**config.mk**
```make
export PLATFORM = sky130hd
export DESIGN_NAME = keyed_top_k_score_table_core
export DESIGN_NICKNAME = d
export VERILOG_FILES = /design/src/rtl/kts_pkg.sv /design/src/rtl/keyed_top_k_score_table_core.sv
export SDC_FILE = /design/constraint.sdc
export NUM_CORES = 2
export LEC_CHECK = 0
export CAP_MARGIN = 20
export CORE_MARGIN = 8
export CORE_UTILIZATION = 57
export CTS_CLUSTER_DIAMETER = 100
export DETAILED_ROUTE_END_ITERATION = 12
export DONT_BUFFER_PORTS = 1
export PLACE_DENSITY = 0.74
export SLEW_MARGIN = 20
export SYNTH_ARGS = -nofsm -noshare
export SYNTH_HDL_FRONTEND = slang
export SYNTH_SLANG_ARGS = --single-unit
export TNS_END_PERCENT = 20
```
**constraint.sdc**
```tcl
create_clock -name clk_i -period 6.1 [get_ports clk_i]
set_clock_uncertainty 0.05 [all_clocks]
set_input_delay 1.22 -clock clk_i [delete_from_list [all_inputs] [get_ports clk_i]]
set_output_delay 1.22 -clock clk_i [all_outputs]
set_load 0.03 [all_outputs]
```
**src/rtl/kts_pkg.sv**
```systemverilog
package kts_pkg;

  localparam int TableDepth = 16;
  localparam int KeyW       = 32;
  localparam int ScoreW     = 32;
  localparam int CountW     = 5;
  localparam int CapW       = 5;
  localparam int StatusW    = 3;

  localparam logic [CapW-1:0] CapReset = CapW'(16);

  typedef enum logic [StatusW-1:0] {
    StRaised    = 3'd0,
    StNotHigher = 3'd1,
    StAdded     = 3'd2,
    StReplaced  = 3'd3,
    StRejected  = 3'd4,
    StList      = 3'd5,
    StEmpty     = 3'd6
  } status_e;

  typedef enum logic [0:0] {
    OpAdd  = 1'b0,
    OpList = 1'b1
  } op_e;

endpackage

```
**src/rtl/keyed_top_k_score_table_core.sv**
```systemverilog
// Keyed top-k score table. Holds up to capacity (key, score) entries (a capacity of 0
// acts as 1, one above the depth as the depth) in a single-port memory, sorted
// ascending by score; entry 0 is the lowest. On a tie an appended entry goes above the
// entries of equal score and a raised or replacing entry stays below them. An add
// (op 0) takes one item at a time: a pipelined key search over the N entries held, a
// decide step, then a walk that moves the new or raised entry into place with one
// memory read and one compare and write through the shared signed comparator per
// entry passed, closed by a write at the table edge or by a read and a write at the
// first entry that stays, and a result state. The sequencer then returns to idle
// before it takes the next item. A list (op 1) reads the table from the top, one read
// and one send per entry, and sends one item per entry, highest score first; an empty
// table gives one item with status empty. The input is stalled for the whole of an
// item. Result items leave through an output register, so a stalled output only holds
// the sequencer when the next result is ready. The capacity register is taken only
// while the block is idle and needs no clearing pass after reset: only entries below
// the fill count are ever read.
module keyed_top_k_score_table_core #(
  parameter int TABLE_DEPTH = kts_pkg::TableDepth
) (
  input  logic                        clk_i,
  input  logic                        rst_ni,
  input  logic                        cfg_valid_i,
  output logic                        cfg_ready_o,
  input  logic [kts_pkg::CapW-1:0]    cfg_data_i,
  input  logic                        in_valid_i,
  output logic                        in_stall_o,
  input  logic                        op_i,
  input  logic [kts_pkg::KeyW-1:0]    player_key_i,
  input  logic signed [kts_pkg::ScoreW-1:0] score_i,
  output logic                        out_valid_o,
  input  logic                        out_stall_i,
  output logic [kts_pkg::StatusW-1:0] status_o,
  output logic [kts_pkg::KeyW-1:0]    entry_key_o,
  output logic signed [kts_pkg::ScoreW-1:0] entry_score_o,
  output logic [kts_pkg::CountW-1:0]  entry_count_o,
  output logic                        last_o
);
  import kts_pkg::*;

  localparam int IdxW = (TABLE_DEPTH > 1) ? $clog2(TABLE_DEPTH) : 1;
  localparam int PtrW = (IdxW + 1 > CountW) ? IdxW + 1 : CountW;

  typedef enum logic [7:0] {
    SIdle   = 8'b0000_0001,
    SSearch = 8'b0000_0010,
    SDecide = 8'b0000_0100,
    SWalkRd = 8'b0000_1000,
    SWalkEv = 8'b0001_0000,
    SResp   = 8'b0010_0000,
    SListRd = 8'b0100_0000,
    SListEv = 8'b1000_0000
  } state_e;

  logic [KeyW-1:0]          key_mem   [TABLE_DEPTH];
  logic signed [ScoreW-1:0] score_mem [TABLE_DEPTH];

  state_e                   state_q, state_d;
  logic [CountW-1:0]        count_q, count_d;
  logic [CapW-1:0]          capacity_q;
  logic                     ev_v_q, ev_v_d;
  logic                     out_valid_q, out_valid_d;

  logic [KeyW-1:0]          key_q;
  logic signed [ScoreW-1:0] score_q;
  logic [PtrW-1:0]          ptr_q, ptr_d;
  logic [IdxW-1:0]          j_q, j_d;
  logic                     dir_q, dir_d;
  logic                     found_q, found_d;
  logic [IdxW-1:0]          hit_idx_q, hit_idx_d;
  logic signed [ScoreW-1:0] hit_score_q, hit_score_d;
  logic [IdxW-1:0]          ev_idx_q, ev_idx_d;
  status_e                  status_q, status_d;
  logic [KeyW-1:0]          lo_key_q;
  logic signed [ScoreW-1:0] lo_score_q;
  logic [KeyW-1:0]          rd_key_q;
  logic signed [ScoreW-1:0] rd_score_q;

  logic [StatusW-1:0]       out_status_q, out_status_d;
  logic [KeyW-1:0]          out_key_q, out_key_d;
  logic signed [ScoreW-1:0] out_score_q, out_score_d;
  logic [CountW-1:0]        out_count_q, out_count_d;
  logic                     out_last_q, out_last_d;

  logic                     re, we;
  logic [IdxW-1:0]          ra, wa;
  logic [KeyW-1:0]          wd_key;
  logic signed [ScoreW-1:0] wd_score;

  logic signed [ScoreW-1:0] cmp_a, cmp_b;
  logic                     cmp_lt;

  logic [PtrW-1:0]          cap_ext, depth_ext, cap_lim;
  logic                     full;
  logic                     out_free, out_load;
  logic                     in_acc;
  logic                     right_more;
  logic [IdxW-1:0]          j_up, j_dn;

  assign cmp_lt = cmp_a < cmp_b;

  assign cap_ext   = PtrW'(capacity_q);
  assign depth_ext = PtrW'(TABLE_DEPTH);
  assign cap_lim   = (cap_ext == '0) ? PtrW'(1) : ((cap_ext > depth_ext) ? depth_ext : cap_ext);
  assign full      = PtrW'(count_q) >= cap_lim;

  assign in_stall_o  = (state_q != SIdle);
  assign in_acc      = in_valid_i && !in_stall_o;
  assign cfg_ready_o = (state_q == SIdle);
  assign out_free    = !out_valid_q || !out_stall_i;

  assign j_up       = j_q + IdxW'(1);
  assign j_dn       = j_q - IdxW'(1);
  assign right_more = (PtrW'(j_q) + PtrW'(1)) < PtrW'(count_q);

  always_comb begin
    state_d      = state_q;
    count_d      = count_q;
    ev_v_d       = 1'b0;
    ev_idx_d     = ev_idx_q;
    ptr_d        = ptr_q;
    j_d          = j_q;
    dir_d        = dir_q;
    found_d      = found_q;
    hit_idx_d    = hit_idx_q;
    hit_score_d  = hit_score_q;
    status_d     = status_q;
    re           = 1'b0;
    ra           = '0;
    we           = 1'b0;
    wa           = j_q;
    wd_key       = key_q;
    wd_score     = score_q;
    cmp_a        = rd_score_q;
    cmp_b        = score_q;
    out_load     = 1'b0;
    out_status_d = out_status_q;
    out_key_d    = out_key_q;
    out_score_d  = out_score_q;
    out_count_d  = out_count_q;
    out_last_d   = out_last_q;

    unique case (state_q)
      SIdle: begin
        if (in_acc) begin
          if (op_e'(op_i) == OpList) begin
            if (count_q == '0) begin
              status_d = StEmpty;
              state_d  = SResp;
            end else begin
              ptr_d   = PtrW'(count_q) - PtrW'(1);
              state_d = SListRd;
            end
          end else begin
            ptr_d   = '0;
            found_d = 1'b0;
            state_d = SSearch;
          end
        end
      end
      SSearch: begin
        if (ptr_q < PtrW'(count_q)) begin
          re       = 1'b1;
          ra       = ptr_q[IdxW-1:0];
          ev_v_d   = 1'b1;
          ev_idx_d = ptr_q[IdxW-1:0];
          ptr_d    = ptr_q + PtrW'(1);
        end else if (!ev_v_q) begin
          state_d = SDecide;
        end
        if (ev_v_q && rd_key_q == key_q) begin
          found_d     = 1'b1;
          hit_idx_d   = ev_idx_q;
          hit_score_d = rd_score_q;
        end
      end
      SDecide: begin
        priority if (found_q) begin
          cmp_a = hit_score_q;
          if (cmp_lt) begin
            j_d      = hit_idx_q;
            dir_d    = 1'b1;
            status_d = StRaised;
            state_d  = SWalkRd;
          end else begin
            status_d = StNotHigher;
            state_d  = SResp;
          end
        end else if (!full) begin
          j_d      = IdxW'(count_q);
          dir_d    = 1'b0;
          count_d  = count_q + CountW'(1);
          status_d = StAdded;
          state_d  = SWalkRd;
        end else begin
          cmp_a = lo_score_q;
          if (cmp_lt) begin
            j_d      = '0;
            dir_d    = 1'b1;
            status_d = StReplaced;
            state_d  = SWalkRd;
          end else begin
            status_d = StRejected;
            state_d  = SResp;
          end
        end
      end
      SWalkRd: begin
        if (dir_q ? right_more : (j_q != '0)) begin
          re      = 1'b1;
          ra      = dir_q ? j_up : j_dn;
          state_d = SWalkEv;
        end else begin
          we      = 1'b1;
          state_d = SResp;
        end
      end
      SWalkEv: begin
        if (!dir_q) begin
          cmp_a = score_q;
          cmp_b = rd_score_q;
        end
        we = 1'b1;
        if (cmp_lt) begin
          wd_key   = rd_key_q;
          wd_score = rd_score_q;
          j_d      = dir_q ? j_up : j_dn;
          state_d  = SWalkRd;
        end else begin
          state_d = SResp;
        end
      end
      SResp: begin
        if (out_free) begin
          out_load     = 1'b1;
          out_status_d = status_q;
          out_key_d    = (status_q == StEmpty) ? '0 : lo_key_q;
          out_score_d  = (status_q == StEmpty) ? '0 : lo_score_q;
          out_count_d  = count_q;
          out_last_d   = 1'b1;
          state_d      = SIdle;
        end
      end
      SListRd: begin
        re      = 1'b1;
        ra      = ptr_q[IdxW-1:0];
        state_d = SListEv;
      end
      SListEv: begin
        if (out_free) begin
          out_load     = 1'b1;
          out_status_d = StList;
          out_key_d    = rd_key_q;
          out_score_d  = rd_score_q;
          out_count_d  = count_q;
          out_last_d   = (ptr_q == '0);
          if (ptr_q == '0) begin
            state_d = SIdle;
          end else begin
            ptr_d   = ptr_q - PtrW'(1);
            state_d = SListRd;
          end
        end
      end
      default: begin
        state_d = SIdle;
      end
    endcase

    out_valid_d = out_load ? 1'b1 : (out_stall_i ? out_valid_q : 1'b0);
  end

  always_ff @(posedge clk_i or negedge rst_ni) begin
    if (!rst_ni) begin
      state_q     <= SIdle;
      count_q     <= '0;
      capacity_q  <= CapReset;
      ev_v_q      <= 1'b0;
      out_valid_q <= 1'b0;
    end else begin
      state_q     <= state_d;
      count_q     <= count_d;
      ev_v_q      <= ev_v_d;
      out_valid_q <= out_valid_d;
      if (cfg_valid_i && cfg_ready_o) begin
        capacity_q <= cfg_data_i;
      end
    end
  end

  always_ff @(posedge clk_i) begin
    if (in_acc) begin
      key_q   <= player_key_i;
      score_q <= score_i;
    end
    ptr_q        <= ptr_d;
    j_q          <= j_d;
    dir_q        <= dir_d;
    found_q      <= found_d;
    hit_idx_q    <= hit_idx_d;
    hit_score_q  <= hit_score_d;
    ev_idx_q     <= ev_idx_d;
    status_q     <= status_d;
    out_status_q <= out_status_d;
    out_key_q    <= out_key_d;
    out_score_q  <= out_score_d;
    out_count_q  <= out_count_d;
    out_last_q   <= out_last_d;
    if (we && wa == '0) begin
      lo_key_q   <= wd_key;
      lo_score_q <= wd_score;
    end
  end

  always_ff @(posedge clk_i) begin
    if (we) begin
      key_mem[wa]   <= wd_key;
      score_mem[wa] <= wd_score;
    end
    if (re) begin
      rd_key_q   <= key_mem[ra];
      rd_score_q <= score_mem[ra];
    end
  end

  assign out_valid_o   = out_valid_q;
  assign status_o      = out_status_q;
  assign entry_key_o   = out_key_q;
  assign entry_score_o = out_score_q;
  assign entry_count_o = out_count_q;
  assign last_o        = out_last_q;

  a_accept_leaves_idle: assert property (@(posedge clk_i) disable iff (!rst_ni)
    in_acc |=> state_q != SIdle)
    else $error("accepted item left the sequencer idle");

  a_write_below_count: assert property (@(posedge clk_i) disable iff (!rst_ni)
    we |-> PtrW'(wa) < PtrW'(count_q))
    else $error("table write at or beyond fill count");

  a_count_steps: assert property (@(posedge clk_i) disable iff (!rst_ni)
    1'b1 |=> (count_q == $past(count_q)) || (count_q == $past(count_q) + CountW'(1)))
    else $error("fill count moved by more than one");

  a_count_bound: assert property (@(posedge clk_i) disable iff (!rst_ni)
    PtrW'(count_q) <= depth_ext)
    else $error("fill count exceeds table depth");

endmodule

```
==> impl_metrics.tcl <==
set metrics [dict create \
    max-cap-violations 0 \
    hp-class "primary input to asynchronous set/reset pin" \
    grt_max_degree 102 \
    peakVddDrop_mv 0.2923 \
    synth_top_family_by_area "simple AND/OR/NAND/NOR gates" \
    vias 32080 \
    insertedDiodeCount 0 \
    p_sw_mw 5.964 \
    crit_fanout 44 \
    synth_async_sr_flop_share_pct 1.540 \
    cts_root_buf "clkbuf_16" \
    ios 151 \
    grt_pass1_wl_um 212800 \
    cts_tree "yes" \
    p_int_mw 16.27 \
    start_util_pct 57.15 \
    clk_latency_ns 0.77 \
    utilization_pct 63.97 \
    p_leak_nw 19.27 \
    crit_required_ns 6.45 \
    final_nets 3464 \
    crit_path_end_kind "flip-flop" \
    grt_use_met2_pct 44.10 \
    r2r_cells 20 \
    tightestPinTransition_ns 1.201 \
    synthFlopType "edfxtp_1" \
    yosys.area_share.simple_pct 9.208 \
    yosys_register_bits 1299 \
    yosysWarnings 0 \
    gp_congestion 0.8904 \
    rows 112 \
    max_freq_mhz 171.3 \
    slew_headroom_pct 19.76 \
    seqPwrFrac_pct 50.8 \
    whs_ns 0.09399 \
    cts_max_path_buffers 3 \
    period_minus_slack_ns 5.839 \
    die_area_um2 103000 \
    comb_power_share_pct 13.5 \
    wl_um 147500 \
    power_mw 22.24 \
    cp_num_buf_inv 1 \
    synth_edf_count 1279 \
    synth_compound_area_share_pct 5.789 \
    path_class "flip-flop to flip-flop" \
    floorplan.die.width_um 321.0 \
    die_y_um 321.0 \
    crit_path_start_kind "flip-flop" \
    p_clk_share_pct 35.7 \
    drive_gt1_share_pct 14.91 \
    clkSlewWorstSetupHoldPaths_ns 0.06 \
    cp.depth 20 \
    crit_path_top_delay_cell "mux2_1" \
    hold_viol_final 0 \
    drt_iter0_markers 5065 \
    syn-cell-area_um2 53020 \
    ant_nets 0 \
    status "complete, no violations" \
    numCtsBuffers 133 \
    regToRegSetupSlack_ns 0.26 \
    drv_slew 0 \
    p_sw_share_pct 26.82 \
    arrival_ns 6.18 \
    power_density_nw_per_um2 374.7 \
    dr.pass1.iters 6 \
    syn_nets 3447 \
    r2r_start "cap_ext[3]$_DFFE_PN0P_" \
    synth_cells 3315 \
    busiest_layer "met2" \
    avgSynthCellArea_um2 15.99 \
    wire_per_inst_um 31.45 \
    synth_fa_ha_area_share_pct 1.373 \
    cpLargestDelayFamily "compound AO/OA/AOI/OAI gates" \
    coreArea_um2 92770 \
    dpl.hpwl_um 80030 \
    path_cells "nor3_1, nor2_1, nor2_1, ha_1, nor2b_1, o21ai_0, nand3_1, nand2_1, nor3_1, a211o_2, a221o_1, ha_1, a21o_1, a2111oi_0, o21bai_1, a211oi_1, nand2_1, mux2i_4, buf_12, mux2_1" \
    first_global_vias 31430 \
    synth_seq_area_share_pct 73.39 \
    overflow 0 \
    synth_mux_area_share_pct 7.552 \
    synth-xor-area-share_pct 0.7599 \
    final.period_utilization_pct 95.72 \
    clock-sinks 1299 \
    drc_errors 0 \
    vias_per_cell 6.842 \
    synth.distinct_cells 74 \
    setup_ws_ns 0.2613 \
    io_buffer_count 0 \
    final-setup-viol-count 0 \
    fillers 6320 \
    gr-usage-met1_pct 39.40 \
    reg2reg_to "score_mem[5][4]$_DFFE_PP_" \
    reg_top3 "key_mem (512), score_mem (512)" \
    antenna_found_initial 5 \
    grt_use_met3_pct 5.674 \
    max_stage_delay_ns 0.58 \
    h-tree-depth 4 \
    syn_to_final_growth_pct 11.93 \
    preCtsSetupSlack_ns 0.4130 \
    grt_usage_pct 28.20 \
]
-- routing by layer --
metal,up-vias,wire length (um)
met5,-,11
met4,2,5615
met3,421,18870
met2,2449,68580
met1,16120,54380
li1,13090,-
-- cell families after synthesis --
group,Yosys count
flip-flops,1299
AND/OR/NAND/NOR,1040
AO/OA/AOI/OAI,412
multiplexers,231
buffers and inverters,230
adder cells (fa/ha/maj),57
XOR/XNOR,46
-- timing repair --
action | CTS | global route
setup endpoints to repair | 0 | 340
resized for setup | 0 | 3
buffers inserted | 0 | 0
hold buffers | 0 | 0
-- worst register-to-register path, delay by kind of cell, from the launching register on --
| kind | cells | cell delay [ns] |
|---|---|---|
| AND/OR/NAND/NOR | 8 | 0.97 |
| AO/OA/AOI/OAI | 7 | 2.33 |
| flip-flops | 1 | 0.40 |
| multiplexers | 2 | 0.92 |
| buffers and inverters | 1 | 0.35 |
| adder cells (fa/ha/maj) | 2 | 0.46 |
-- layout by cell type, fill, tap and decap left out, types with 12 or more instances in the layout --
cell type,count
edfxtp_1,1279
clkbuf_1,30
buf_12,36
dfrtp_1,18
xnor2_1,26
nor2_4,20
nand3b_1,18
o211ai_1,66
clkinv_1,25
nand3_1,268
nand2_1,498
a21oi_1,37
nand4_1,81
mux4_2,128
nor2_1,25
inv_1,17
xor2_1,20
ha_1,55
mux2_2,56
nor3_1,12
a22o_1,64
a221o_1,16
buf_4,53
a22oi_1,15
mux2i_1,33
mux2_1,13
o21ai_0,101
or3_1,64
clkinv_2,17
clkbuf_16,136
a41o_1,64
-- worst max-delay path by stage --
| stage | from | end | slack [ns] |
|---|---|---|---|
| CTS | cap_ext[3]$_DFFE_PN0P_ | score_mem[9][3]$_DFFE_PP_ | 0.30 |
| global route | cap_ext[3]$_DFFE_PN0P_ | score_mem[9][3]$_DFFE_PP_ | -0.02 |
| detailed placement | cap_ext[3]$_DFFE_PN0P_ | score_mem[7][3]$_DFFE_PP_ | 0.41 |
| finish | cap_ext[3]$_DFFE_PN0P_ | score_mem[5][4]$_DFFE_PP_ | 0.26 |
| global placement | cap_ext[3]$_DFFE_PN0P_ | key_mem[2][4]$_DFFE_PP_ | 0.62 |
| floorplan | j_q[0]$_DFFE_PP_ | key_mem[0][0]$_DFFE_PP_ | -0.62 |
-- power by group through the flow --
stage | Combinational (mW) | Sequential (mW) | Clock (mW)
floorplan | 1.98 | 11.2 | 0
global placement | 2.79 | 11.5 | 0
detailed placement | 2.94 | 11.5 | 0
CTS | 2.96 | 11.3 | 8.04
global route | 3.22 | 11.3 | 8.36
finish | 2.99 | 11.3 | 7.95
-- per-stage QoR --
step	TNS [ns]	instance area (um^2)	cells
after detailed placement	0	55060	4450
after CTS	0	59330	4687
after global routing	-0.1621	59350	4688
final	0	59350	4688
after floorplan	-118.42	53020	3315
after global placement	0	55010	4448
-- synth_stat cells (all sizes together) (3+ instances only) --
cell type | n | area, um^2
nand3 | 268 | 1341
nand2b | 7 | 43.79
a21o | 6 | 45.04
nand2 | 498 | 1869
edfxtp | 1279 | 38410
inv | 18 | 67.56
nor3 | 16 | 80.08
o211ai | 66 | 495.5
xnor2 | 26 | 227.7
nand3b | 18 | 135.1
o31a | 4 | 35.03
or4 | 3 | 22.52
mux2 | 69 | 777.0
nand4b | 4 | 35.03
a221o | 16 | 160.2
or3 | 64 | 400.4
o21ai | 101 | 505.5
a21oi | 39 | 195.2
a31oi | 4 | 31.28
a211oi | 5 | 37.54
nor2b | 5 | 31.28
mux4 | 128 | 2883
buf | 72 | 430.4
a22o | 66 | 578.1
dfrtp | 18 | 450.4
xor2 | 20 | 175.2
nand4 | 81 | 506.7
mux2i | 34 | 344.1
nor4 | 8 | 86.33
clkbuf | 138 | 518.0
ha | 55 | 688.2
nor2 | 47 | 176.4
or2 | 6 | 37.54
a41o | 64 | 640.6
o21a | 5 | 37.54
a22oi | 17 | 141.4
and2 | 4 | 25.02
-- layout make-up --
class	count	area [um^2]	area share (%)
Clock inverter	69	726.9	1.225
Multi-Input combinational cell	1786	13350	22.50
Sequential cell	1299	38910	65.56
Clock buffer	168	3543	5.971
Timing Repair Buffer	92	1169	1.969
Tap cell	1254	1569	2.644
Inverter	20	77.57	0.1307
(Power assumes the default switching activity.)
